==> src/hw/rtl/mdb_pkg.sv <==
`default_nettype none
package mdb_pkg;

  localparam int unsigned DurWidth = 24;
  localparam int unsigned NumWidth = 7;
  localparam int unsigned PatWidth = 5;

  localparam logic [DurWidth-1:0] DashOnReset   = 24'd4800000;
  localparam logic [DurWidth-1:0] DotOnReset    = 24'd1600000;
  localparam logic [DurWidth-1:0] ElemGapReset  = 24'd1200000;
  localparam logic [DurWidth-1:0] DigPauseReset = 24'd1000000;

  localparam logic [NumWidth-1:0] NumMax = 7'd99;

  typedef enum logic [1:0] {
    CFG_DASH_ON   = 2'd0,
    CFG_DOT_ON    = 2'd1,
    CFG_ELEM_GAP  = 2'd2,
    CFG_DIG_PAUSE = 2'd3
  } cfg_idx_e;

  typedef enum logic {
    OP_TICK  = 1'b0,
    OP_START = 1'b1
  } opcode_e;

  typedef struct packed {
    logic [DurWidth-1:0] dash_on;
    logic [DurWidth-1:0] dot_on;
    logic [DurWidth-1:0] elem_gap;
    logic [DurWidth-1:0] dig_pause;
  } cfg_t;

  typedef struct packed {
    logic led_on;
    logic busy;
    logic digit_done;
    logic number_done;
  } res_t;

  // dash = 1, most significant element first
  localparam logic [PatWidth-1:0] MorseTable [10] = '{
    5'b11111, 5'b01111, 5'b00111, 5'b00011, 5'b00001,
    5'b00000, 5'b10000, 5'b11000, 5'b11100, 5'b11110
  };

  function automatic logic [PatWidth-1:0] morse_pattern(input logic [3:0] digit);
    logic [3:0] d;
    d = (digit >= 4'd10) ? digit - 4'd10 : digit;
    return MorseTable[d];
  endfunction

  // x / 10 for x <= 99 via reciprocal multiply
  function automatic logic [3:0] tens_of(input logic [NumWidth-1:0] num);
    logic [13:0] prod;
    prod = 14'(num) * 14'd103;
    return prod[13:10];
  endfunction

endpackage
`default_nettype wire

==> src/hw/rtl/mdb_seq.sv <==
`default_nettype none
module mdb_seq
  import mdb_pkg::*;
#(
  parameter int unsigned CountWidth = 24
) (
  input  wire logic                clk_i,
  input  wire logic                rst_ni,
  input  wire logic                step_i,
  input  wire logic                opcode_i,
  input  wire logic [NumWidth-1:0] number_value_i,
  input  wire cfg_t                cfg_i,
  output res_t                     res_o,
  output logic                     idle_o
);

  typedef enum logic [3:0] {
    PH_IDLE  = 4'b0001,
    PH_ON    = 4'b0010,
    PH_GAP   = 4'b0100,
    PH_PAUSE = 4'b1000
  } phase_e;

  localparam logic [32:0] MaxDur = (33'd1 << CountWidth) - 33'd1;

  phase_e                phase_q, phase_d;
  logic [2:0]            elem_q, elem_d;
  logic [PatWidth-1:0]   pat_q, pat_d;
  logic [CountWidth-1:0] cnt_q, cnt_d;
  logic [3:0]            ones_q, ones_d;
  logic                  second_q, second_d;

  logic                  cur_bit;
  logic [DurWidth-1:0]   dur_sel;
  logic [32:0]           dur_wide;
  logic [CountWidth-1:0] dur_eff;
  logic [CountWidth:0]   cnt_inc;
  logic                  ends;
  logic [NumWidth-1:0]   num_sat;
  logic [3:0]            tens;
  logic [3:0]            ones;
  logic                  dd, nd;

  assign cur_bit = (elem_q <= 3'd4) ? pat_q[3'd4 - elem_q] : 1'b0;

  always_comb begin
    unique case (phase_q)
      PH_ON:   dur_sel = cur_bit ? cfg_i.dash_on : cfg_i.dot_on;
      PH_GAP:  dur_sel = cfg_i.elem_gap;
      default: dur_sel = cfg_i.dig_pause;
    endcase
  end

  // clip to counter range, zero acts as one
  always_comb begin
    dur_wide = {{(33 - DurWidth){1'b0}}, dur_sel};
    if (dur_wide > MaxDur) begin
      dur_wide = MaxDur;
    end
    if (dur_wide == 33'd0) begin
      dur_wide = 33'd1;
    end
    dur_eff = dur_wide[CountWidth-1:0];
  end

  assign cnt_inc = {1'b0, cnt_q} + {{CountWidth{1'b0}}, 1'b1};
  assign ends    = (cnt_inc >= {1'b0, dur_eff});

  assign num_sat = (number_value_i > NumMax) ? NumMax : number_value_i;
  assign tens    = tens_of(num_sat);
  assign ones    = 4'(num_sat - NumWidth'(tens) * NumWidth'(4'd10));

  always_comb begin
    phase_d  = phase_q;
    elem_d   = elem_q;
    pat_d    = pat_q;
    cnt_d    = cnt_q;
    ones_d   = ones_q;
    second_d = second_q;
    dd       = 1'b0;
    nd       = 1'b0;
    if (opcode_i == OP_START) begin
      if (phase_q == PH_IDLE) begin
        elem_d  = 3'd0;
        cnt_d   = '0;
        phase_d = PH_ON;
        if (tens != 4'd0) begin
          ones_d   = ones;
          second_d = 1'b1;
          pat_d    = morse_pattern(tens);
        end else begin
          ones_d   = 4'd0;
          second_d = 1'b0;
          pat_d    = morse_pattern(ones);
        end
      end
    end else if (phase_q != PH_IDLE) begin
      cnt_d = ends ? '0 : cnt_inc[CountWidth-1:0];
      if (ends) begin
        unique case (phase_q)
          PH_ON: begin
            phase_d = PH_GAP;
          end
          PH_GAP: begin
            if (elem_q >= 3'd4) begin
              phase_d = PH_PAUSE;
            end else begin
              elem_d  = elem_q + 3'd1;
              phase_d = PH_ON;
            end
          end
          default: begin
            dd = 1'b1;
            if (second_q) begin
              second_d = 1'b0;
              pat_d    = morse_pattern(ones_q);
              elem_d   = 3'd0;
              phase_d  = PH_ON;
            end else begin
              nd      = 1'b1;
              phase_d = PH_IDLE;
              elem_d  = 3'd0;
            end
          end
        endcase
      end
    end
  end

  always_ff @(posedge clk_i or negedge rst_ni) begin
    if (!rst_ni) begin
      phase_q  <= PH_IDLE;
      elem_q   <= 3'd0;
      pat_q    <= '0;
      cnt_q    <= '0;
      ones_q   <= 4'd0;
      second_q <= 1'b0;
    end else if (step_i) begin
      phase_q  <= phase_d;
      elem_q   <= elem_d;
      pat_q    <= pat_d;
      cnt_q    <= cnt_d;
      ones_q   <= ones_d;
      second_q <= second_d;
    end
  end

  assign res_o.led_on      = (phase_d == PH_ON);
  assign res_o.busy        = (phase_d != PH_IDLE);
  assign res_o.digit_done  = dd;
  assign res_o.number_done = nd;
  assign idle_o            = (phase_q == PH_IDLE);

endmodule
`default_nettype wire

==> src/hw/rtl/morse_digit_led_blinker.sv <==
// An item's result is registered and on the outputs the cycle after acceptance.
// Throughput: one item per cycle unless out_stall_i holds the result; the phase
//   counter and machine finish each item in one pass; output reg frees as taken.
// Reset (rst_ni low, asynchronous): idle, counters cleared, no result pending,
//   durations back to dash 4800000, dot 1600000, gap 1200000, pause 1000000.
`default_nettype none
module morse_digit_led_blinker
  import mdb_pkg::*;
#(
  parameter int unsigned COUNT_WIDTH = 24
) (
  input  wire logic                clk_i,
  input  wire logic                rst_ni,
  input  wire logic                in_valid_i,
  output logic                     in_stall_o,
  input  wire logic                opcode_i,
  input  wire logic [NumWidth-1:0] number_value_i,
  output logic                     out_valid_o,
  input  wire logic                out_stall_i,
  output logic                     led_on_o,
  output logic                     busy_res_o,
  output logic                     digit_done_o,
  output logic                     number_done_o,
  input  wire logic                cfg_we_i,
  input  wire logic [1:0]          cfg_index_i,
  input  wire logic [DurWidth-1:0] cfg_wdata_i
);

  cfg_t cfg_q;
  res_t res_d, res_q;
  logic out_valid_q;
  logic in_acc;
  logic seq_idle;

  assign in_stall_o = out_valid_q && out_stall_i;
  assign in_acc     = in_valid_i && !in_stall_o;

  always_ff @(posedge clk_i or negedge rst_ni) begin
    if (!rst_ni) begin
      cfg_q.dash_on   <= DashOnReset;
      cfg_q.dot_on    <= DotOnReset;
      cfg_q.elem_gap  <= ElemGapReset;
      cfg_q.dig_pause <= DigPauseReset;
    end else if (cfg_we_i) begin
      unique case (cfg_idx_e'(cfg_index_i))
        CFG_DASH_ON:   cfg_q.dash_on   <= cfg_wdata_i;
        CFG_DOT_ON:    cfg_q.dot_on    <= cfg_wdata_i;
        CFG_ELEM_GAP:  cfg_q.elem_gap  <= cfg_wdata_i;
        CFG_DIG_PAUSE: cfg_q.dig_pause <= cfg_wdata_i;
        default:       cfg_q           <= cfg_q;
      endcase
    end
  end

  mdb_seq #(
    .CountWidth(COUNT_WIDTH)
  ) u_seq (
    .clk_i          (clk_i),
    .rst_ni         (rst_ni),
    .step_i         (in_acc),
    .opcode_i       (opcode_i),
    .number_value_i (number_value_i),
    .cfg_i          (cfg_q),
    .res_o          (res_d),
    .idle_o         (seq_idle)
  );

  always_ff @(posedge clk_i or negedge rst_ni) begin
    if (!rst_ni) begin
      out_valid_q <= 1'b0;
    end else if (!in_stall_o) begin
      out_valid_q <= in_valid_i;
    end
  end

  always_ff @(posedge clk_i) begin
    if (in_acc) begin
      res_q <= res_d;
    end
  end

  assign out_valid_o   = out_valid_q;
  assign led_on_o      = res_q.led_on;
  assign busy_res_o    = res_q.busy;
  assign digit_done_o  = res_q.digit_done;
  assign number_done_o = res_q.number_done;

  a_led_needs_busy: assert property (@(posedge clk_i) disable iff (!rst_ni)
    out_valid_o && led_on_o |-> busy_res_o)
    else $error("LED lit while not busy");

  a_number_done_ends: assert property (@(posedge clk_i) disable iff (!rst_ni)
    out_valid_o && number_done_o |-> digit_done_o && !busy_res_o)
    else $error("number done without digit done or still busy");

  a_start_lights: assert property (@(posedge clk_i) disable iff (!rst_ni)
    in_acc && (opcode_i == OP_START) && seq_idle |=> out_valid_o && led_on_o && busy_res_o)
    else $error("start from idle did not light the LED");

endmodule
`default_nettype wire
==> config.mk <==
export PLATFORM = sky130hd
export DESIGN_NAME = morse_digit_led_blinker
export DESIGN_NICKNAME = d
export VERILOG_FILES = /design/src/hw/rtl/mdb_pkg.sv /design/src/hw/rtl/mdb_seq.sv /design/src/hw/rtl/morse_digit_led_blinker.sv
export SDC_FILE = /design/constraint.sdc
export NUM_CORES = 1
export LEC_CHECK = 0
export BUFFER_PORTS_ARGS = -buffer_cell sky130_fd_sc_hd__buf_2
export CAP_MARGIN = 20
export CORE_ASPECT_RATIO = 2
export CORE_MARGIN = 3
export CORE_UTILIZATION = 64
export CTS_BUF_LIST = sky130_fd_sc_hd__clkbuf_4
export CTS_CLUSTER_DIAMETER = 100
export DETAILED_ROUTE_END_ITERATION = 12
export HOLD_SLACK_MARGIN = 0.06
export PLACE_DENSITY = 0.89
export SYNTH_ARGS = -nofsm -noshare
export SYNTH_HDL_FRONTEND = slang
export SYNTH_SLANG_ARGS = --single-unit
==> constraint.sdc <==
create_clock -name clk_i -period 6.9 [get_ports clk_i]
set_input_delay 0.345 -clock clk_i [delete_from_list [all_inputs] [get_ports clk_i]]
set_output_delay 0.345 -clock clk_i [all_outputs]
set_load 0.01 [all_outputs]
==> metrics, run 1 <==
status complete, no violations; Starting Density 65.4%; via-per-instance ratio 6.35; TritonCTS clock tree built; hpwl dp about 17 mm; post-route ant nets 0; Switching Power 1430 uW; reg2reg end busy_res_o$_DFFE_PP_; first drt pass iteration count 7; worst path required time 7.24 ns; Die Y 175 um; vias in the first global route 7968; Startpoint Class flip-flop; reg2reg path depth 23; CP max FO 10; Setup CP Type flip-flop to flip-flop; pwr dens 343 nW/um2; Peak Freq 0.153 GHz; hold path start cfg_wdata_i[14]; RePlAce Congestion 0.956; Net Sw Frac between 40% and 50%; Sink Count 142; Most used DFF post-synth dfrtp_1; Iter 0 DRT Violations 469; Root Buffer clkbuf_4; clk_lat worst skew 0.57 ns; Max Cap Viol 0; Finished Core Util 73.3%; post-synthesis xor/xnor area fraction under 10%; Flop pwr share 32.0%; Distinct cells, synth 72; top cells by area, synth dfrtp_1 (30%), mux2_2 (12%), ha_1 (9.9%); worst reg2reg setup slack 0.36 ns; CP Capture Type flip-flop; flops & latches, synth between 100 and 150; share of the synthesized area in the top cell type 29.7%; Comb power frac 48.2%; WHS 0.0629 ns; Max clock buf depth 2; GRT overflow 0; CP cell instances inv_1 -> ha_1 -> ha_1 -> nand2b_2 -> a21oi_4 -> buf_4 -> mux2i_1 -> nor2_1 -> a221oi_1 -> nand4_1 -> or4_1 -> o31ai_1 -> ha_1 -> nor2b_1 -> o21a_1 -> o211ai_1 -> a21boi_0 -> o311ai_0 -> buf_4 -> a21o_1 -> mux2i_1 -> nand2_1 -> or3_1; Clk pwr share 19.8%; Worst Skew 0.0271 ns; slowest stage cell on the critical path a221oi_1; Post-route DRC 0; Routed WL around 23 mm; worst vdd ir about 370 uV; period utilization 94.8%; mux contribution to synthesized area 16.0%; crit path time final 6.54 ns; placed cell areas 9560 um2; Simple-Gate Fraction of Synth Area 12.3%; Final nets 1074; Post-CTS Setup Bufs 0; row cnt 61; Syn Inst Count 883; Post-synth EDFFs 4; Tot GR Track Use between 30% and 40%; initial antenna violation count 1; Most common cell on crit path ha_1; placed cells 1100; IO Count 45; setup tns final 0 ns; Syn Nets 1002; R2R Path Start u_seq.elem_q[0]$_DFFE_PN0P_; CTS H-tree lvls 4; Via Count ~7400; largest net degree at the start of global routing 74; CP peak stage delay 0.52 ns; register area share after synthesis 39.7%; Resized Gates After CTS 0; layout cell share with drive strength beyond 1 24.7%; Adder-Cell Fraction of Synth Area 11.7%; setup violators final 0; Synth async-reset ratio 97.2%; compound-cell area share of the yosys netlist between 10% and 20%; Synth Cell Area 9090 um2; PortBufs 44; Final Max Tran Viols 0; Avg WL per Cell ~20 um; Pint 2060 uW; leak pwr ~0.0046 uW; Slew HR between 30 and 40%; total die area 15800 um2; leading area contributor after synthesis dfrtp_1; overall die width between 90 and 100 um; Hold EP cfg_q[14]$_DFFE_PN1P_; commonest non-fill, non-tap cells in the layout dfrtp_1 (108), mux2_2 (99), nand2_1 (78); global-route wire length before repair 38.4 mm; Worst Max-Slew Pin Slew a little over 1 ns; RSZ-0062 raised after global routing false; average size of a mapped cell 10.3 um2; Fillers 998; Critical Path AT 6.88 ns; final hold vios 0; Layout area overhead 12.1%; Reg clk slew, reported paths 0.14 ns; main combinational cell family by area after synthesis multiplexers; hold depth 2; post-route cell area 10200 um2; HP Class input port to flip-flop; commonest non-fill, non-tap cell in the layout dfrtp_1; core area about 14000 um2; post-route insts no fill ~1200; Yosys warning total 0; CTS Buf Count 17
[critical path, delay by kind of cell, from the launching register on]
| kind | cells | cell delay (ns) |
|---|---|---|
| mux | 2 | 0.58 |
| flops | 1 | 0.49 |
| buf+inv | 3 | 0.63 |
| compound gates | 8 | 2.54 |
| fa+ha+maj | 3 | 0.69 |
| simple gates | 7 | 1.38 |
[logic make-up after synthesis]
| family | count (synthesis) |
|---|---|
| compound gates | 179 |
| fa+ha+maj | 80 |
| simple gates | 234 |
| buf+inv | 86 |
| xor+xnor | 30 |
| mux | 132 |
| flops | 142 |
[how the worst max path moves through the flow]
stage | start | to | slack [ns] | depth (start not counted)
6_report | u_seq.elem_q[0]$_DFFE_PN0P_ | busy_res_o$_DFFE_PP_ | 0.36 | 23
5_1_grt | u_seq.elem_q[0]$_DFFE_PN0P_ | busy_res_o$_DFFE_PP_ | 0.15 | 23
2_1_floorplan | number_value_i[4] | u_seq.pat_q[4]$_DFFE_PN0P_ | 1.10 | 24
4_1_cts | u_seq.elem_q[0]$_DFFE_PN0P_ | busy_res_o$_DFFE_PP_ | 0.45 | 23
3_5_place_dp | number_value_i[4] | u_seq.pat_q[4]$_DFFE_PN0P_ | 0.35 | 25
3_3_place_gp | number_value_i[4] | u_seq.pat_q[4]$_DFFE_PN0P_ | 0.53 | 25
[metal layers]
layer / global-route usage (%) / up-vias / routed length [um]
met4: 18.0 / 0 / 1400
met2: 60.0 / 251 / 13200
met3: 4.16 / 102 / 791
li1: - / 3373 / -
met5: 0 / - / 0
met1: 29.8 / 3626 / 7780
[area by class of cell]
cell class / instances / area [um2] / share of cell area [%]
Clock buffer: 18 / 135 / 1.33
Timing Repair Buffer: 87 / 612 / 6.01
Clock inverter: 14 / 241 / 2.37
Sequential cell: 142 / 3610 / 35.4
Inverter: 52 / 195 / 1.92
Tap cell: 189 / 236 / 2.32
Multi-Input combinational cell: 655 / 5150 / 50.6
Antenna cell: 1 / 2.50 / 0.0246
[synthesized netlist by cell type (6+ instances only)]
cell / count
dfrtp_1: 108
ha_1: 72
dfstp_2: 30
and3_1: 11
inv_1: 49
xnor2_1: 14
mux2i_1: 32
nand4_1: 14
o31ai_1: 8
a221oi_1: 25
o21ai_0: 55
mux2_2: 99
nor3_1: 10
fa_1: 8
nand2b_1: 6
nor2_1: 63
o21a_1: 6
a31oi_1: 8
xor2_1: 14
clkbuf_1: 32
nand2_1: 78
a21oi_1: 28
nand3_1: 17
[per-stage QoR]
| stage | setup WS (ns) | total power (uW) |
|---|---|---|
| 2_1_floorplan | 1.10 | 2320 |
| 3_3_place_gp | 0.534 | 2700 |
| 3_5_place_dp | 0.351 | 2760 |
| 4_1_cts | 0.449 | 3460 |
| 5_1_grt | 0.154 | 3710 |
| 6_report | 0.360 | 3490 |
[power by group through the flow]
stage | sequential [uW] | combinational, uW | clock, uW
2_1_floorplan | 1080 | 1240 | 0
3_3_place_gp | 1120 | 1590 | 0
3_5_place_dp | 1130 | 1630 | 0
4_1_cts | 1110 | 1660 | 686
5_1_grt | 1140 | 1850 | 725
6_report | 1120 | 1680 | 691
[registers in the layout, summed over array words and instances (netlist names)]
name and count:
u_seq.second_q 1, busy_res_o 1, led_on_o 1, out_valid_o 1
u_seq.ones_q 4, u_seq.pat_q 5, u_seq.phase_q 4, digit_done_o 1
u_seq.cnt_q 24, u_seq.elem_q 3, cfg_q 96, number_done_o 1
[repair_timing]
item                                   in CTS  in global routing
endpoints found under the hold margin     114                  0
hold buffers                               25                  0
setup endpoints to repair                   0                  0
No activity file was read; power rests on OpenSTA's default activity.
==> run 2: changes to the inputs <==
- CTS_CLUSTER_DIAMETER: 100 -> 80
- PLACE_DENSITY: 0.89 -> 0.87
- clock period: 6.9 -> 7.3 ns (I/O delays scaled with it)
==> run 2 against run 1 <==
Cell area down 2.1%. Combinational power down 7%. Sequential power down 5%. Global-route usage down 0.92 points. Wire length down 1.5%. Sequential share of layout area up 0.77 points. Flip-flop and latch count unchanged. Utilization down 1.5 points. Final cell count down 1.2%. Register-to-register slack better by 0.24 ns. Non-clock buffer count down 14. Die area unchanged.
==> metrics, run 2 (same netlist as run 1, synthesis figures left out) <==
slowest stage cell on the critical path o311ai_0; largest net degree at the start of global routing 78 (+5.4%); TritonCTS clock tree built; Max Cap Viol 0 (unchanged); Via Count 7335 (-0.23%); vias in the first global route 7561 (-5.1%); Max clock buf depth 2 (unchanged); Worst Max-Slew Pin Slew 0.953 ns (-0.0813 ns); Switching Power 1340 uW (-6.1%); Iter 0 DRT Violations 524 (+12%); Die Y 175 um (unchanged); worst vdd ir 397 uV (+7.4%); Post-route DRC 0 (unchanged); GRT overflow 0 (unchanged); hpwl dp 16.5 mm (-0.72%); Comb power frac 49.8% (+1.6 points); worst path required time 7.61 ns (+0.37 ns); max reg flops 96 (unchanged); status complete, no violations; overall die width 90.3 um (unchanged); Largest regs cfg_q: 96 flops, u_seq.cnt_q: 24 flops, u_seq.pat_q: 5 flops; row cnt 61 (unchanged); RSZ-0062 raised after global routing false; commonest non-fill, non-tap cells in the layout dfrtp_1 (108), mux2_2 (99), nand2_1 (78); Slew HR 36.5% (+5.4 points); post-route ant nets 0 (unchanged); Routed WL 22.8 mm (-1.5%); commonest non-fill, non-tap cell in the layout dfrtp_1; CP cell instances inv_1 -> ha_1 -> ha_1 -> nand2b_2 -> a21oi_4 -> mux2i_1 -> nor2_1 -> a221oi_1 -> nand4_1 -> or4_1 -> o31ai_1 -> ha_1 -> nor2b_1 -> o21a_1 -> o211ai_1 -> a21boi_0 -> o311ai_0 -> a21o_1 -> mux2i_1 -> nand2_1 -> or3_1; total die area 15800 um2 (unchanged); post-route cell area 9970 um2 (-2.1%); first drt pass iteration count 10 (+3); Resized Gates After CTS 0 (unchanged); Final nets 1060 (-1.3%); period utilization 91.8% (-3.0 points); # hold bufs at CTS 13 (-48%); Net Sw Frac 42.7% (+1.8 points); Post-CTS Setup Bufs 0 (unchanged); crit path time final 6.70 ns (+0.160 ns); Starting Density 65.4% (unchanged); core area 13900 um2 (unchanged); CTS H-tree lvls 4 (unchanged); CP peak stage delay 0.78 ns (+0.26 ns); Tot GR Track Use 29.8% (-0.92 points); Final Max Tran Viols 0 (unchanged); IO Count 45 (unchanged); Flop pwr share 33.6% (+1.6 points); clk_lat worst skew 0.56 ns (about the same); RePlAce Congestion 0.987 (+3.2%); Finished Core Util 71.8% (-1.5 points); Most common cell on crit path ha_1; layout cell share with drive strength beyond 1 24.3% (-0.37 points); Fillers 994 (-0.40%); pwr dens 315 nW/um2 (-8.1%); Startpoint Class flip-flop; Worst Skew 0.0209 ns (-0.00626 ns); Sink Count 142 (unchanged); Critical Path AT 7.01 ns (+0.13 ns); WHS 0.0886 ns (+0.0257 ns); CP delay by family, top compound AO/OA/AOI/OAI gates; Layout area overhead 9.72%; Reg clk slew, reported paths 0.12 ns (-0.02 ns); global-route wire length before repair 37.3 mm (-2.8%); Avg WL per Cell 19.9 um (-0.29%); PnR Total Power 3150 uW (-10%); initial antenna violation count 1 (unchanged); HP Class input port to flip-flop; CTS Buf Count 17 (unchanged); leak pwr 0.00453 uW (-2.2%); CP max FO 11 (+1); final hold vios 0 (unchanged); Setup CP Type flip-flop to flip-flop; CP Capture Type flip-flop; Clk pwr share 16.6% (-3.2 points); placed cell areas 9520 um2 (-0.39%); Pint 1800 uW (-13%); Reg with most FFs cfg_q; Root Buffer clkbuf_4; setup violators final 0 (unchanged); via-per-instance ratio 6.41 (+0.99%); PortBufs 44 (unchanged); sum of buffers and inverters on the critical path 1 (-2); setup tns final 0 ns (unchanged); Peak Freq 0.149 GHz (-2.4%)
==> run 2: changes by cell type in the layout (fill, tap and decap cells not counted) <==
cell	delta
inv_8	+1
clkinv_4	+1
clkinv_1	+2
dlygate4sd3_1	-9
inv_6	+2
clkbuf_4	-1
bufinv_16	-4
clkinv_2	-1
buf_4	-5
==> run 2: metrics by stage <==
step                setup slack (ns)  cells
floorplan                       1.48    883
global placement               0.881   1095
detailed placement             0.730   1095
CTS                            0.846   1140
global route                   0.340   1144
finish                         0.600   1144
==> run 2: worst register-to-register path, stage by stage (launching register included) <==
cell and delay, ns:
dfrtp_1 0.47, inv_1 0.07, ha_1 0.20, ha_1 0.28, nand2b_2 0.20, a21oi_4 0.49
mux2i_1 0.28, nor2_1 0.06, a221oi_1 0.55, nand4_1 0.36, or4_1 0.63, o31ai_1 0.32
ha_1 0.21, nor2b_1 0.04, o21a_1 0.16, o211ai_1 0.14, a21boi_0 0.14, o311ai_0 0.78
a21o_1 0.40, mux2i_1 0.29, nand2_1 0.09, or3_1 0.30
==> run 2: path summary, 6_finish.rpt <==
check                                            start                     to  slack [ns]  cells after the start
max in group asynchronous                       rst_ni  cfg_q[58]$_DFFE_PN0P_        5.56                      3
max reg2reg                u_seq.elem_q[0]$_DFFE_PN0P_   busy_res_o$_DFFE_PP_        0.60                     21
min reg2reg                      cfg_q[92]$_DFFE_PN0P_  cfg_q[92]$_DFFE_PN0P_        0.52                      1
min                                     cfg_wdata_i[6]  cfg_q[54]$_DFFE_PN0P_        0.09                      2
max                        u_seq.elem_q[0]$_DFFE_PN0P_   busy_res_o$_DFFE_PP_        0.60                     21
min in group asynchronous                       rst_ni  cfg_q[65]$_DFFE_PN0P_        0.32                      2
==> run 2: routing by layer <==
layer | wire, um | vias up | track usage [%] | part of all wire (%)
met5 | 0 | - | 0 | 0
li1 | - | 3339 | - | -
met4 | 1430 | 0 | 18.0 | 6.3
met3 | 1040 | 115 | 5.89 | 4.6
met2 | 12500 | 263 | 55.6 | 55
met1 | 7830 | 3618 | 29.9 | 34
==> run 2: final cells by class <==
cell class	count	area, um2	area share, %
Sequential cell	142	3610	36.2
Multi-Input combinational cell	655	5150	51.7
Clock inverter	15	161	1.62
Inverter	52	195	1.96
Clock buffer	17	128	1.28
Tap cell	189	236	2.37
Timing Repair Buffer	73	484	4.86
Antenna cell	1	2.50	0.0251
==> run 2: power groups by stage <==
stage                     Combinational [uW]  Clock (uW)  Sequential (uW)
after floorplan                         1170           0             1020
after global placement                  1490           0             1060
after detailed placement                1530           0             1070
after CTS                               1540         528             1050
after global routing                    1720         557             1070
final                                   1570         521             1060
==> run 3: changes to the inputs <==
- ABC_AREA: default -> 1
==> run 3 against run 2 <==
Sequential power about the same. Synthesized cell count is 37% higher. Power increased by 7.8%. Critical path depth rose by 10. Clock skew rose by 0.0082 ns. Critical path type is now input port to flip-flop. Largest cell class unchanged. Highest routed layer unchanged.
==> metrics, run 3 <==
status complete, no violations; final hold vios 0 (unchanged); row cnt 62 (+1.6%); CP peak stage delay 0.49 ns (-0.29 ns); Die Y 178 um (+1.8%); first drt pass iteration count 5 (-5); Starting Density 65.3% (-0.12 points); Distinct cells, synth 53 (-26%); pwr dens 334 nW/um2 (+5.8%); average size of a mapped cell 7.78 um2 (-24%); leading area contributor after synthesis dfrtp_1; GRT overflow 0 (unchanged); RSZ-0062 raised after global routing false; commonest non-fill, non-tap cells in the layout nand2_1 (276), inv_1 (186), o21ai_0 (149); worst vdd ir 243 uV (-39%); clk_lat worst skew 0.56 ns (about the same); commonest non-fill, non-tap cell in the layout nand2_1; Root Buffer clkbuf_4; Reg with most FFs cfg_q; crit path time final 5.09 ns (-1.61 ns); PortBufs 44 (unchanged); CTS H-tree lvls 4 (unchanged); total die area 16300 um2 (+3.5%); Setup crit start number_value_i[6]; hpwl dp 16.9 mm (+2.1%); Synth top cells by count nand2_1 (276), inv_1 (186), o21ai_0 (149), dfrtp_1 (108), ha_1 (72); R2R Path Start u_seq.elem_q[0]$_DFFE_PN0P_; layout cell share with drive strength beyond 1 13.9% (-10 points); post-route ant nets 0 (unchanged); Tot GR Track Use 28.8% (-1.0 points); HP Class input port to flip-flop; reg2reg path depth 21 (unchanged); Synth Cell Area 9420 um2 (+3.7%); setup violators final 0 (unchanged); Post-route DRC 0 (unchanged); Worst Max-Slew Pin Slew 0.948 ns (-0.00486 ns); core area 14400 um2 (+3.9%); Max clock buf depth 2 (unchanged); Fillers 1147 (+15%); Sink Count 142 (unchanged); vias in the first global route 8377 (+11%); Via Count 8365 (+14%); Reg clk slew, reported paths 0.12 ns (about the same); critical path endpoint u_seq.pat_q[1]$_DFFE_PN0P_; Routed WL 22.6 mm (-0.75%); Setup CP Type input port to flip-flop; Final Max Tran Viols 0 (unchanged); slowest stage cell on the critical path fa_1; Yosys warning total 0 (unchanged); Iter 0 DRT Violations 627 (+20%); Worst Skew 0.0291 ns (+0.00820 ns); Most used DFF post-synth dfrtp_1; IO Count 45 (unchanged); Layout area overhead 7.87%; CTS Buf Count 17 (unchanged); Avg WL per Cell 15.5 um (-22%); Critical Path AT 5.52 ns (-1.49 ns); Post-synth EDFFs 4 (unchanged); worst reg2reg setup slack 2.40 ns (+1.80 ns); CP max FO 5 (-6); hold path start cfg_wdata_i[8]; Max Cap Viol 0 (unchanged); via-per-instance ratio 5.75 (-10%); leak pwr 0.00522 uW (+15%); CP Capture Type flip-flop; Slew HR 36.4% (-0.067 points); post-route cell area 10200 um2 (+1.9%); Post-CTS Setup Bufs 0 (unchanged); initial antenna violation count 1 (unchanged); Startpoint Class input port; max reg flops 96 (unchanged); period utilization 69.7% (-22 points); placed cell areas 9800 um2 (+3.0%); global-route wire length before repair 37.4 mm (+0.41%); Syn Nets 1330 (+33%); setup tns final 0 ns (unchanged); Syn Inst Count 1211 (+37%); Peak Freq 0.196 GHz (+32%); TritonCTS clock tree built; flops & latches, synth 142 (unchanged); register area share after synthesis 38.3% (-1.4 points); share of the synthesized area in the top cell type 28.7% (-1.1 points); worst path required time 7.73 ns (+0.12 ns); PnR Total Power 3390 uW (+7.8%); Resized Gates After CTS 0 (unchanged); top cells by area, synth dfrtp_1 (29%), nand2_1 (11%), ha_1 (9.6%); overall die width 91.8 um (+1.7%); largest net degree at the start of global routing 82 (+5.1%); RePlAce Congestion 0.961 (-2.6%); reg2reg end u_seq.cnt_q[5]$_DFFE_PN0P_; Final nets 1369 (+29%); Largest regs cfg_q: 96 flops, u_seq.cnt_q: 24 flops, u_seq.pat_q: 5 flops; most common cell in the netlist nand2_1; Synth async-reset ratio 97.2% (unchanged)
[run 3: cell types whose count changed after synthesis, moves of 10 or more]
cell      previous run  this run
and3_1              11         0
mux2_2              99         0
o21ai_1              2        12
mux2i_1             32         0
a22o_1               3        17
xnor2_1             14         2
o21ai_0             55       149
inv_1               49       186
o22ai_2              0        10
a221oi_1            25         0
o21bai_1             1        18
nand3_1             17        55
nand2_1             78       276
[run 3: how the worst min path moves through the flow]
stage / to / cells past startpoint / slack [ns]
floorplan: cfg_q[0]$_DFFE_PN0P_ / 0 / 0.07
global placement: u_seq.cnt_q[19]$_DFFE_PN0P_ / 1 / 0.36
detailed placement: u_seq.cnt_q[18]$_DFFE_PN0P_ / 1 / 0.36
CTS: cfg_q[44]$_DFFE_PN1P_ / 3 / 0.06
global route: cfg_q[32]$_DFFE_PN1P_ / 3 / 0.06
finish: cfg_q[32]$_DFFE_PN1P_ / 3 / 0.09
[run 3: area by class of cell]
type | count | area, um2 | share of cell area, %
flip-flops and latches | 142 | 3610 | 35.5
multi-input cells | 837 | 4930 | 48.5
clock buffers | 19 | 143 | 1.40
diodes | 1 | 2.50 | 0.0246
well taps | 192 | 240 | 2.36
repair buffers | 57 | 354 | 3.48
inverters | 195 | 732 | 7.20
clock inverters | 13 | 148 | 1.45
[run 3: worst max-delay path: cells and delay by family]
kind / cells / cell delay, ns
fa+ha+maj: 8 / 2.68
compound gates: 4 / 0.81
simple gates: 10 / 0.97
buf+inv: 9 / 0.69
[run 3: cell families after synthesis]
group,Yosys count,share of synthesized area (%)
simple gates,477,22.7
compound gates,258,16.3
buf+inv,232,9.37
flops,142,38.3
fa+ha+maj,80,11.3
xor+xnor,22,2.04
[run 3: per-stage QoR]
step,cells,setup slack [ns],hold WS [ns],util (%)
6_report,1456,2.21,0.0887,70.4
5_1_grt,1456,1.75,0.0637,70.4
4_1_cts,1453,2.24,0.0600,70.2
3_5_place_dp,1418,1.73,0.359,68.0
3_3_place_gp,1418,1.85,0.358,68.0
2_1_floorplan,1211,2.40,0.0694,-
[run 3: layer usage]
layer  wire length, um  global-route usage [%]
met1              8130                    29.3
met2             12600                    55.2
met3               855                    4.54
met4              1030                    14.9
met5                 0                       0
[run 3: power breakdown]
group | total, uW | switching (uW) | internal, uW
combinational | 1830 | 1210 | 620
clock | 523 | 281 | 241
sequential | 1040 | 90.3 | 951
total | 3390 | 1580 | 1810
[run 3: what timing repair did]
action,CTS,global route
setup endpoints to repair,0,0
endpoints found under the hold margin,39,2
hold buffers,3,1
